===== src/sv/hps_pkg.sv =====
package hps_pkg;

	localparam int MaxCols  = 256;
	localparam int TempBits = 16;
	localparam int ColBits  = 8;
	localparam int RowBits  = 12;
	localparam int SumBits  = 37;
	localparam int AddrBits = 5;

	localparam logic [AddrBits-1:0] RegCols      = 5'd0;
	localparam logic [AddrBits-1:0] RegRows      = 5'd4;
	localparam logic [AddrBits-1:0] RegAmbient   = 5'd8;
	localparam logic [AddrBits-1:0] RegCoolStart = 5'd12;
	localparam logic [AddrBits-1:0] RegCoolEnd   = 5'd16;
	localparam logic [AddrBits-1:0] RegInject    = 5'd20;
	localparam logic [AddrBits-1:0] RegCool      = 5'd24;
	localparam logic [AddrBits-1:0] RegDiffuse   = 5'd28;

	typedef struct packed {
		logic [8:0]  cols;
		logic [12:0] rows;
		logic [15:0] ambient;
		logic [7:0]  cool_start;
		logic [7:0]  cool_end;
		logic [15:0] inject_gain;
		logic [15:0] cool_gain;
		logic [12:0] diffuse_gain;
	} cfg_t;

	// controller commands to datapath
	typedef struct packed {
		logic       load;    // capture input item, compute position
		logic       adv1;    // injection stage
		logic       adv2;    // cooling stage
		logic       adv3;    // stencil neighbour sum stage
		logic       adv4;    // final stage, write lines and result
	} cmd_t;

	typedef struct packed {
		logic emit;  // current item produces a result
	} sts_t;

	// rounded gain product of a magnitude, q0.16 gain
	function automatic logic [TempBits+2:0] gain_mul(input logic [TempBits+2:0] mag,
			input logic [15:0] gain);
		logic [TempBits+34:0] p;
		begin
			p = 35'(mag) * 35'(gain) + 51'd32768;
			gain_mul = p[TempBits+18:16];
		end
	endfunction

endpackage


===== src/sv/hps_ctrl.sv =====
module hps_ctrl (
	input  logic              clk,
	input  logic              arst_n,
	input  logic              in_valid,
	output logic              in_ready,
	output logic              out_valid,
	input  logic              out_ready,
	input  hps_pkg::sts_t     sts,
	output hps_pkg::cmd_t     cmd
);
	typedef enum logic [5:0] {
		IDLE = 6'b000001,
		ST1  = 6'b000010,
		ST2  = 6'b000100,
		ST3  = 6'b001000,
		ST4  = 6'b010000,
		HOLD = 6'b100000
	} state_t;

	state_t state_q;
	logic   outv_q;

	// next item enters whenever the sequencer is idle; a waiting result holds it in ST4
	assign in_ready  = (state_q == IDLE);
	assign out_valid = outv_q;

	always_comb begin
		cmd      = '0;
		cmd.load = in_valid && in_ready;
		cmd.adv1 = (state_q == ST1);
		cmd.adv2 = (state_q == ST2);
		cmd.adv3 = (state_q == ST3);
		cmd.adv4 = (state_q == ST4) && (!outv_q || out_ready);
	end

	always_ff @(posedge clk or negedge arst_n) begin
		if (!arst_n) begin
			state_q <= IDLE;
			outv_q  <= 1'b0;
		end else begin
			if (out_ready) outv_q <= 1'b0;
			case (state_q)
				IDLE: if (cmd.load) state_q <= ST1;
				ST1:  state_q <= ST2;
				ST2:  state_q <= ST3;
				ST3:  state_q <= ST4;
				ST4: begin
					if (cmd.adv4) begin
						state_q <= IDLE;
						if (sts.emit) outv_q <= 1'b1;
					end
				end
				default: state_q <= IDLE;
			endcase
		end
	end
endmodule


===== config.mk =====
export PLATFORM = sky130hd
export DESIGN_NAME = hps_ctrl
export DESIGN_NICKNAME = d
export VERILOG_FILES = /design/src/sv/hps_pkg.sv /design/src/sv/hps_ctrl.sv
export SDC_FILE = /design/constraint.sdc
export NUM_CORES = 1
export LEC_CHECK = 0
export BUFFER_PORTS_ARGS = -buffer_cell sky130_fd_sc_hd__buf_4
export CORE_AREA = 2 2 39 41
export DETAILED_ROUTE_END_ITERATION = 12
export DIE_AREA = 0 0 41 43
export GPL_TIMING_DRIVEN = 1
export PLACE_DENSITY = 0.54
export RECOVER_POWER = 50
export SLEW_MARGIN = 20
export SYNTH_ARGS = -nofsm -noshare
export SYNTH_HDL_FRONTEND = slang
export SYNTH_SLANG_ARGS = --single-unit

===== constraint.sdc =====
create_clock -name clk -period 3.1 [get_ports clk]
set_input_delay 0.31 -clock clk [delete_from_list [all_inputs] [get_ports clk]]
set_output_delay 0.31 -clock clk [all_outputs]
set_load 0.01 [all_outputs]

# Word level (Yosys, flattened, before mapping)
# Index checks and enable logic that the tools add are counted.
dict set report op_classes {
  eq_ne 7
  n_mux 7
  reduce_logical 5
}
# cell count
set op_table {}
lappend op_table {{case mux 6 bit (5 select lines)} 1}
lappend op_table {{two-way mux 6 bit} 2}
lappend op_table {{equality test 6 x 1 -> 1 bit, second input constant} 1}
lappend op_table {{equality test 6 x 2 -> 1 bit, second input constant} 1}
lappend op_table {{equality test 6 x 3 -> 1 bit, second input constant} 1}
lappend op_table {{equality test 6 x 4 -> 1 bit, second input constant} 1}
lappend op_table {{equality test 6 x 5 -> 1 bit, second input constant} 1}
lappend op_table {{two-way mux 1 bit} 4}
lappend op_table {{logical AND 1 bit} 2}
lappend op_table {{!= test 2 x 1 -> 1 bit, second input constant} 1}
lappend op_table {{!= test 2 bit, second input constant} 1}
lappend op_table {{AND reduction 2 bit} 1}
lappend op_table {{zero test 1 bit} 1}
lappend op_table {{logical OR 1 bit} 1}
dict set report totals {
  register_bits 7
  input_bits 5
  out_inout_bits 7
  elab_cells 21
}

# Depth between registers and ports, before layout
# Gate-level depths: netlist (run 1).
dict set report depth {
  word_depth 5
  ltp_mapped 4
  ltp_nobuf 4
}

# Worst setup path after synthesis (run 1)
# Ideal clock, no wire load.
dict set report synth_path {
  path_kind {register -> output}
  startpoint {register state_q[1]}
  endpoint {output port cmd[0] in the netlist's numbering}
  t_arrival_ps 1181
  required_time_ps 2790
  slack_ps 1609
  stages_incl_launch_ff 4
  path_buffers 0
  cell_sequence {dfrtp_1 -> or3_4 -> nor3b_2 -> and2b_1}
}
# item line_no
set synth_lines {}
lappend synth_lines {{start: declaration} hps_ctrl.sv:20} ;# state_t state_q;
lappend synth_lines {{start signal: assignment} hps_ctrl.sv:38} ;# state_q <= IDLE;
lappend synth_lines {{start signal: assignment} hps_ctrl.sv:43} ;# IDLE: if (cmd.load) state_q <= ST1;
lappend synth_lines {{start signal: assignment} hps_ctrl.sv:44} ;# ST1: state_q <= ST2;
lappend synth_lines {{end: declaration} hps_ctrl.sv:9} ;# output hps_pkg::cmd_t cmd

==> results of run 1 <==
==> metal layers <==
| metal | GRT usage (%) | part of all wire (%) |
|---|---|---|
| met1 | 9.12 | 41 |
| met2 | 12.5 | 52 |
| met3 | 1.57 | 6.9 |
| met4 | 12.0 | 0 |
| met5 | 0 | 0 |
==> through the flow <==
stage / setup WS [ps] / instance area (sq um) / util (%) / hold slack [ps]
5_1_grt: 1140 / 443 / 32.0 / 241
3_3_place_gp: 1490 / 414 / 29.9 / 125
2_1_floorplan: 1610 / 312 / - / 14.4
6_report: 1210 / 443 / 32.0 / 242
3_5_place_dp: 1470 / 414 / 29.9 / 123
4_1_cts: 1190 / 450 / 32.5 / 233
==> path summary, 6_finish.rpt <==
check | cells past startpoint | endpoint | slack [ps]
worst max-delay path | 4 | cmd[0] | 1210
worst max register to register | 3 | out_valid | 1820
worst min-delay path | 2 | state_q[0] | 240
worst min register to register | 2 | state_q[0] | 580
max in group asynchronous | 2 | state_q[0] | 2310
min in group asynchronous | 2 | state_q[2] | 480
==> kinds of logic after synthesis <==
kind of cell	Yosys count	share of synthesized area, %
buffers and inverters	1	1.20
DFF	6	48.6
and+or+nand+nor	18	36.5
AOI/OAI and AO/OA	5	10.8
xor gates and xnor gates	1	2.81
==> repair_timing <==
item                                   in CTS  in global routing
hold buffers                                1                  0
endpoints found under the hold margin       5                  0
buffers inserted                            0                  0
==> cell type report <==
| cell class | count | area (sq um) | area share [%] |
|---|---|---|---|
| well taps | 16 | 20.0 | 4.52 |
| clock buffers | 4 | 26.3 | 5.93 |
| repair buffers | 12 | 85.1 | 19.2 |
| inverters | 1 | 3.75 | 0.847 |
| flip-flops and latches | 6 | 151 | 34.2 |
| multi-input cells | 24 | 156 | 35.3 |
==> power breakdown <==
part / leakage (uW) / switching, uW / total [uW] / internal [uW]
sequential: 0.0000791 / 32.4 / 136 / 104
combinational: 0.000130 / 68.0 / 149 / 81.3
clock: 0.0000150 / 28.7 / 77.5 / 48.8
==> cell usage in the layout, fill, tap and decap left out <==
cell type / netlist / layout
a21o_1: 1 / 1
a21oi_1: 1 / 1
and2_1: 2 / 2
and2b_1: 1 / 1
and3_1: 2 / 2
buf_4: 0 / 9
clkbuf_1: 0 / 3
clkbuf_4: 0 / 3
dfrtp_1: 5 / 5
dfstp_2: 1 / 1
dlygate4sd3_1: 0 / 1
inv_1: 1 / 1
nand2_1: 1 / 1
nand2b_1: 1 / 1
nand3_1: 1 / 1
nand4bb_1: 1 / 1
nor2_1: 4 / 4
nor2b_1: 1 / 1
nor3_1: 2 / 2
nor3b_2: 1 / 1
o211a_1: 1 / 1
o21ai_0: 1 / 1
o22ai_1: 1 / 1
or3_4: 1 / 1
xor2_1: 1 / 1
==> state kept, by name, indices dropped and copies added, names as in the netlist <==
signal	flops
out_valid	1
state_q	5
==> impl_metrics.csv, run 1 <==
group,metric,value,unit
finish,antenna_cells,0,
routing,final_antenna_net_count,0,
setup_path,slowest_stage,"dfrtp_1",
setup_path,crit_family,"simple AND/OR/NAND/NOR gates",
placed_design,place_hpwl,505,um
logic_synthesis,synth.most_common_cell,"dfrtp_1",
floorplanning,design.die.area,1760,sq um
placed_design,dp_cells,58,
sta,finalSetupViolCount,0,
logic_synthesis,synthTopCellsByArea,"dfrtp_1 40%, dfstp_2 8.4%, nor2_1 4.8%",
logic_synthesis,syn_nets,36,
setup_path,startpoint,"state_q[1]",
clock_network,cts_made_buffers,3,
placed_design,port_buffers,11,
routing,drt-total-wl,677,um
finish,areaGrowthSynthToFinish,42.2,%
routing,via_per_inst,4.54,
finish,drive_gt1_share,31.9,%
setup_path,r2r-start,"state_q[1]",
global_route,grt_pass1_vias,242,
setup_path,required,2790,ps
logic_synthesis,synth_async_sr_flop_share,100,%
status,status,"finished, final reports clean",
logic_synthesis,yosysSeqAreaShare,48.6,%
routing,drt_iter0_drc,9,
flow_run,cap_viol_max_count,0,
floorplanning,rows,14,
power_and_ir_drop,p_per_area,819,nW/um^2
global_route,grt_pass1_wl,959,um
finish,nNetsFinal,53,
global_route,overflow,0,
sta,fin_setup_tns,0,ps
power_and_ir_drop,power.total,363,uW
clock_network,cts_tree,"built",
power_and_ir_drop,vdd_drop_max,235,uV
global_route,grt_antenna_before_repair,0,
sta,fin_crit,1890,ps
clock_network,root_buffer,"clkbuf_4",
logic_synthesis,synth.top_cell.area_share,40.2,%
logic_synthesis,synth-edff-count,0,
logic_synthesis,yosys-top-cells-count,"5 x dfrtp_1, 4 x nor2_1, 2 x and2_1, 2 x and3_1, 2 x nor3_1",
hold_path,worstHoldStart,"in_valid",
clock_network,clkTransAtPathRegs,50,ps
setup_path,end_kind,"output port",
sta,skew,6.57,ps
floorplanning,initial_core_util,22.5,%
setup_path,cp-start-kind,"flop",
sta,rsz0062_at_grt,"no",
setup_path,slowest_delay,450,ps
clock_network,clk_latency,240,ps
placed_design,place.gp.congestion,0.682,
clock_network,cts_resized,0,
routing,first_pass_iters,4,
floorplanning,die_w,41,um
logic_synthesis,syn-cell-area,312,sq um
logic_synthesis,ys_warn_count,0,
power_and_ir_drop,p_leak,0.000224,uW
sta,relSlewSlack,76.2,%
logic_synthesis,postSynthCellCount,31,
logic_synthesis,synthDistinctLibCells,21,
logic_synthesis,syn-mean-instance-area,10.0,sq um
global_route,grt_max_degree,9,
setup_path,worst_ep_arrival_time,1580,ps
floorplanning,io_pins,12,
routing,vias,286,
setup_path,path_buf_inv,1,
logic_synthesis,synth_top_area_cell,"dfrtp_1",
clock_network,cts.path.max_buffers,2,
sta,fmaxAchievable,530,MHz
setup_path,path_cells,"or3_4 -> nor3b_2 -> and2b_1 -> buf_4",
global_route,track_usage,8.97,%
sta,fin_crit_sh,60.9,%
finish,final_cells,63,
logic_synthesis,ys_ff_latch,6,
sta,drv_slew,0,
hold_path,hold_path_class,"input port to flop",
setup_path,crit_type,"flop to output port",
floorplanning,core_area,1380,sq um
sta,worst_pin_slew,357,ps
routing,wl_per_cell,10.7,um
sta,hold_violations,0,
clock_network,cts_max_level,1,
logic_synthesis,synthFlopType,"dfrtp_1",
setup_path,crit_path_max_fanout,8,
clock_network,cts.sinks,6,
finish,filler_cell_count,156,
routing,drc_errors,0,
floorplanning,dieHeight,43,um
(Power assumes the default switching activity.)
==> run 2, diff against run 1 <==
Settings changed: PLACE_DENSITY 0.54 to 0.56.
Clock period 3.1 ns to 1.68 ns, I/O delays scaled along.
==> run 2 against run 1 <==
Flip-flop and latch count did not move. Worst hold slack got worse by 150 ps. Setup slack got worse by 1100 ps. Critical endpoint unchanged. Highest routed layer unchanged. Clock skew fell by 1.4 ps. Sequential share of layout area down 2.7 points.
==> impl_metrics.csv, run 2 (same netlist as run 1, synthesis figures left out) <==
group,metric,value,unit
sta,worst_pin_slew,330,ps
sta,fin_setup_tns,0,ps
clock_network,root_buffer,"clkbuf_4",
status,status,"finished, final reports clean",
setup_path,crit_type,"flop to output port",
finish,top_register,"state_q",
setup_path,worst_ep_arrival_time,1450,ps
finish,fin_util,35.0,%
floorplanning,die_w,41,um
finish,layout_common_cells,"14 x buf_4, 4 x dfrtp_1, 3 x nor2_1, 3 x clkbuf_4, 3 x clkbuf_1",
clock_network,cts.path.max_buffers,2,
clock_network,cts_tree,"built",
global_route,grt_pass1_vias,251,
routing,drt-total-wl,706,um
setup_path,crit_family,"simple AND/OR/NAND/NOR gates",
setup_path,path_cells,"or3_4 -> nor3b_2 -> and2b_1 -> buf_4",
power_and_ir_drop,p_sw_share,34.2,%
finish,areaGrowthSynthToFinish,55.4,%
floorplanning,initial_core_util,22.5,%
global_route,track_usage,8.66,%
sta,relSlewSlack,78.0,%
global_route,grt_pass1_wl,972,um
finish,seq_area,153,sq um
power_and_ir_drop,switching_power,256,uW
floorplanning,rows,14,
routing,via_per_inst,4.44,
global_route,grt_antenna_before_repair,0,
sta,finalWorstSetupSlack,66.9,ps
setup_path,slowest_delay,390,ps
power_and_ir_drop,p_comb_share,51.1,%
sta,hold_violations,0,
setup_path,path_buf_inv,1,
sta,rsz0062_at_grt,"yes",
clock_network,cts_max_level,1,
sta,drv_slew,0,
placed_design,port_buffers,11,
routing,wl_per_cell,10.4,um
power_and_ir_drop,vdd_drop_max,423,uV
sta,fin_crit,1610,ps
setup_path,crit_path_max_fanout,3,
power_and_ir_drop,seqPwrFrac,29.5,%
sta,fmaxAchievable,620,MHz
global_route,overflow,0,
hold_path,hold_path_class,"input port to flop",
routing,vias,302,
global_route,grt_max_degree,8,
clock_network,cts.sinks,6,
setup_path,end_kind,"output port",
placed_design,pre_cts_ws,259,ps
clock_network,clk_latency,250,ps
finish,largest_reg_flops,5,
finish,filler_cell_count,143,
clock_network,clkTransAtPathRegs,40,ps
floorplanning,dieHeight,43,um
setup_path,cp-start-kind,"flop",
sta,skew,5.20,ps
power_and_ir_drop,intPower,492,uW
routing,first_pass_iters,4,
power_and_ir_drop,power.total,748,uW
placed_design,place_hpwl,475,um
finish,final_common_cell,"buf_4",
flow_run,cap_viol_max_count,0,
clock_network,cts_made_buffers,3,
finish,drive_gt1_share,42.3,%
sta,finalSetupViolCount,0,
sta,fin_crit_sh,96.0,%
finish,antenna_cells,0,
setup_path,slowest_stage,"or3_4",
routing,drc_errors,0,
floorplanning,io_pins,12,
placed_design,place.gp.congestion,0.692,
power_and_ir_drop,p_leak,0.000249,uW
floorplanning,design.die.area,1760,sq um
power_and_ir_drop,p_per_area,1540,nW/um^2
finish,multi_input_area,159,sq um
routing,drt_iter0_drc,11,
power_and_ir_drop,clockPowerShare,19.4,%
floorplanning,core_area,1380,sq um
setup_path,required,1510,ps
finish,nNetsFinal,58,
routing,final_antenna_net_count,0,
==> run 2: cell types whose count changed in the layout (fill, tap and decap cells not counted) <==
cell and delta:
nor2_1 -1, dfrtp_2 +1, nor2_2 +1, buf_4 +5
dfrtp_1 -1
==> run 2: final cells by class <==
| type | instances | share of cell area, % |
|---|---|---|
| Multi-Input combinational cell | 24 | 32.8 |
| Sequential cell | 6 | 31.5 |
| Timing Repair Buffer | 17 | 25.3 |
| Clock buffer | 4 | 5.43 |
| Tap cell | 16 | 4.13 |
| Inverter | 1 | 0.775 |
==> run 2: metrics by stage <==
stage / cells / cell area, sq um / hold WS (ps)
floorplan: 31 / 312 / -128
finish: 68 / 484 / 95.4
global route: 68 / 484 / 94.5
global placement: 59 / 422 / -18.9
CTS: 64 / 459 / 86.2
detailed placement: 59 / 422 / -19.5
==> run 2: what timing repair did <==
| action | in CTS | in global routing |
|---|---|---|
| cloned | 0 | 0 |
| endpoints found under the setup margin | 1 | 2 |
| hold buffers | 1 | 0 |
| buffers inserted | 0 | 4 |
| resized for setup | 1 | 1 |
| pin swaps | 0 | 2 |
| endpoints found under the hold margin | 6 | 0 |
==> run 2: final timing paths <==
kind / startpoint / to / slack (ps) / depth (start not counted)
worst min-delay path: in_valid / state_q[0] / 100 / 2
max in group asynchronous: arst_n / state_q[0] / 1060 / 2
worst max register to register: state_q[0] / state_q[0] / 540 / 3
worst max-delay path: state_q[0] / cmd[0] / 70 / 4
min in group asynchronous: arst_n / state_q[4] / 330 / 2
worst min register to register: state_q[1] / state_q[4] / 580 / 2
==> run 2: metal layers <==
layer	global-route usage [%]	routed length, um
met1	9.74	294
met2	11.9	367
met3	1.57	44
met4	10.0	0
met5	0	0
==> run 2: power by group through the flow <==
| stage | Sequential (uW) | Combinational, uW | Clock, uW |
|---|---|---|---|
| 6_report | 221 | 382 | 145 |
| 5_1_grt | 222 | 435 | 161 |
| 2_1_floorplan | 237 | 184 | 0 |
| 3_3_place_gp | 240 | 298 | 0 |
| 3_5_place_dp | 240 | 301 | 0 |
| 4_1_cts | 240 | 303 | 150 |
==> run 3, diff against run 2 <==
Settings changed: GPL_TIMING_DRIVEN 1 to 0.
==> run 3 against run 2 <==
Total power up 0.31%. Global-route usage down 0.066 points. First-iteration DRC count down 91%. Largest cell class unchanged. Fmax down 1.4%. Non-clock buffer count unchanged. Utilization unchanged. Worst hold slack better by 5.6 ps. Register-to-register slack worse by 30 ps. Via count up 1.7%. Die area unchanged. Critical endpoint unchanged.
==> impl_metrics.csv, run 3 (same netlist as run 1, synthesis figures left out) <==
group,metric,value,unit
power_and_ir_drop,vdd_drop_max,395,uV
routing,drt_iter0_drc,1,
clock_network,root_buffer,"clkbuf_4",
setup_path,required,1510,ps
setup_path,cp-start-kind,"flop",
floorplanning,rows,14,
setup_path,worst_ep_arrival_time,1470,ps
routing,drc_errors,0,
flow_run,cap_viol_max_count,0,
placed_design,place_hpwl,458,um
global_route,grt_antenna_before_repair,0,
floorplanning,dieHeight,43,um
finish,nNetsFinal,58,
hold_path,hold_path_class,"input port to flop",
power_and_ir_drop,p_per_area,1550,nW/um^2
floorplanning,design.die.area,1760,sq um
sta,finalSetupViolCount,0,
hold_path,hold_depth,2,
routing,first_pass_iters,2,
sta,fin_crit,1640,ps
floorplanning,core_area,1380,sq um
status,status,"finished, final reports clean",
floorplanning,die_w,41,um
routing,drt-total-wl,677,um
finish,filler_cell_count,148,
power_and_ir_drop,p_leak,0.000248,uW
setup_path,rr_worst_depth,3,
clock_network,cts.path.max_buffers,2,
finish,final_common_cell,"buf_4",
clock_network,cts.sinks,6,
global_route,track_usage,8.59,%
sta,drv_slew,0,
finish,layout_common_cells,"14 x buf_4, 4 x dfrtp_1, 3 x nor2_1, 3 x clkbuf_4, 3 x clkbuf_1",
setup_path,slowest_delay,400,ps
setup_path,reg2reg_slack,510,ps
finish,largest_reg_flops,5,
routing,via_per_inst,4.51,
finish,antenna_cells,0,
routing,wl_per_cell,9.96,um
setup_path,crit_type,"flop to output port",
routing,vias,307,
global_route,grt_pass1_vias,240,
sta,skew,6.17,ps
finish,areaGrowthSynthToFinish,55.4,%
setup_path,path_buf_inv,1,
sta,fmaxAchievable,611,MHz
sta,hold_violations,0,
floorplanning,io_pins,12,
global_route,overflow,0,
finish,drive_gt1_share,40.4,%
global_route,grt_max_degree,8,
clock_network,cts_made_buffers,3,
clock_network,cts_tree,"built",
clock_network,cts_max_level,1,
clock_network,clkTransAtPathRegs,50,ps
floorplanning,initial_core_util,22.5,%
setup_path,end_kind,"output port",
setup_path,path_cells,"or3_4 -> nor3b_2 -> and2b_1 -> buf_4",
sta,whs,101,ps
finish,fin_util,35.0,%
routing,final_antenna_net_count,0,
global_route,grt_pass1_wl,945,um
placed_design,port_buffers,11,
sta,relSlewSlack,79.0,%
sta,worst_pin_slew,315,ps
placed_design,place.gp.congestion,0.694,
finish,top_register,"state_q",
clock_network,clk_latency,250,ps
setup_path,crit_path_max_fanout,3,
sta,rsz0062_at_grt,"yes",
setup_path,slowest_stage,"or3_4",
setup_path,worst-path-stages,4,
setup_path,crit_family,"simple AND/OR/NAND/NOR gates",
sta,fin_crit_sh,97.4,%
==> run 3: layout make-up <==
cell class,count,area [sq um],share of cell area (%)
Multi-Input combinational cell,24,159,32.8
Sequential cell,6,153,31.5
Timing Repair Buffer,17,123,25.3
Clock buffer,4,26.3,5.43
Tap cell,16,20.0,4.13
Inverter,1,3.75,0.775
==> run 3: what timing repair did <==
action / 4_1_cts / 5_1_grt
gates resized for setup: 1 / 1
pin swaps: 0 / 2
hold endpoints to repair: 6 / 0
endpoints found under the setup margin: 1 / 2
buffers inserted: 2 / 3
hold buffers: 1 / 0
==> run 3: path summary, 6_finish.rpt <==
path                                 start         end
min in group asynchronous           arst_n  state_q[3]
max in group asynchronous           arst_n  state_q[0]
worst min register to register  state_q[1]  state_q[4]
worst max register to register  state_q[2]   out_valid
worst min-delay path              in_valid  state_q[0]
worst max-delay path            state_q[2]      cmd[0]
==> run 3: per-layer routing <==
layer | track usage, % | part of all wire, % | routed length (um)
met1 | 7.89 | 39 | 263
met2 | 12.5 | 52 | 354
met3 | 3.14 | 6.5 | 44
met4 | 10.0 | 2.1 | 14
met5 | 0 | 0 | 0
==> run 3: report_power, final <==
part / switching, uW / internal, uW
logic: 171 / 215
registers: 28.9 / 188
clock network: 56.8 / 90.3
total: 257 / 493
==> run 3: through the flow <==
stage	total power, uW	cells	worst slack [ps]	setup TNS, ps	cell area [sq um]
after floorplan	421	31	331	0	312
after global placement	522	58	190	0	414
after detailed placement	527	58	188	0	414
after CTS	707	65	2.29	0	467
after global routing	818	68	-24.9	-24.9	484
final	750	68	44.1	0	484
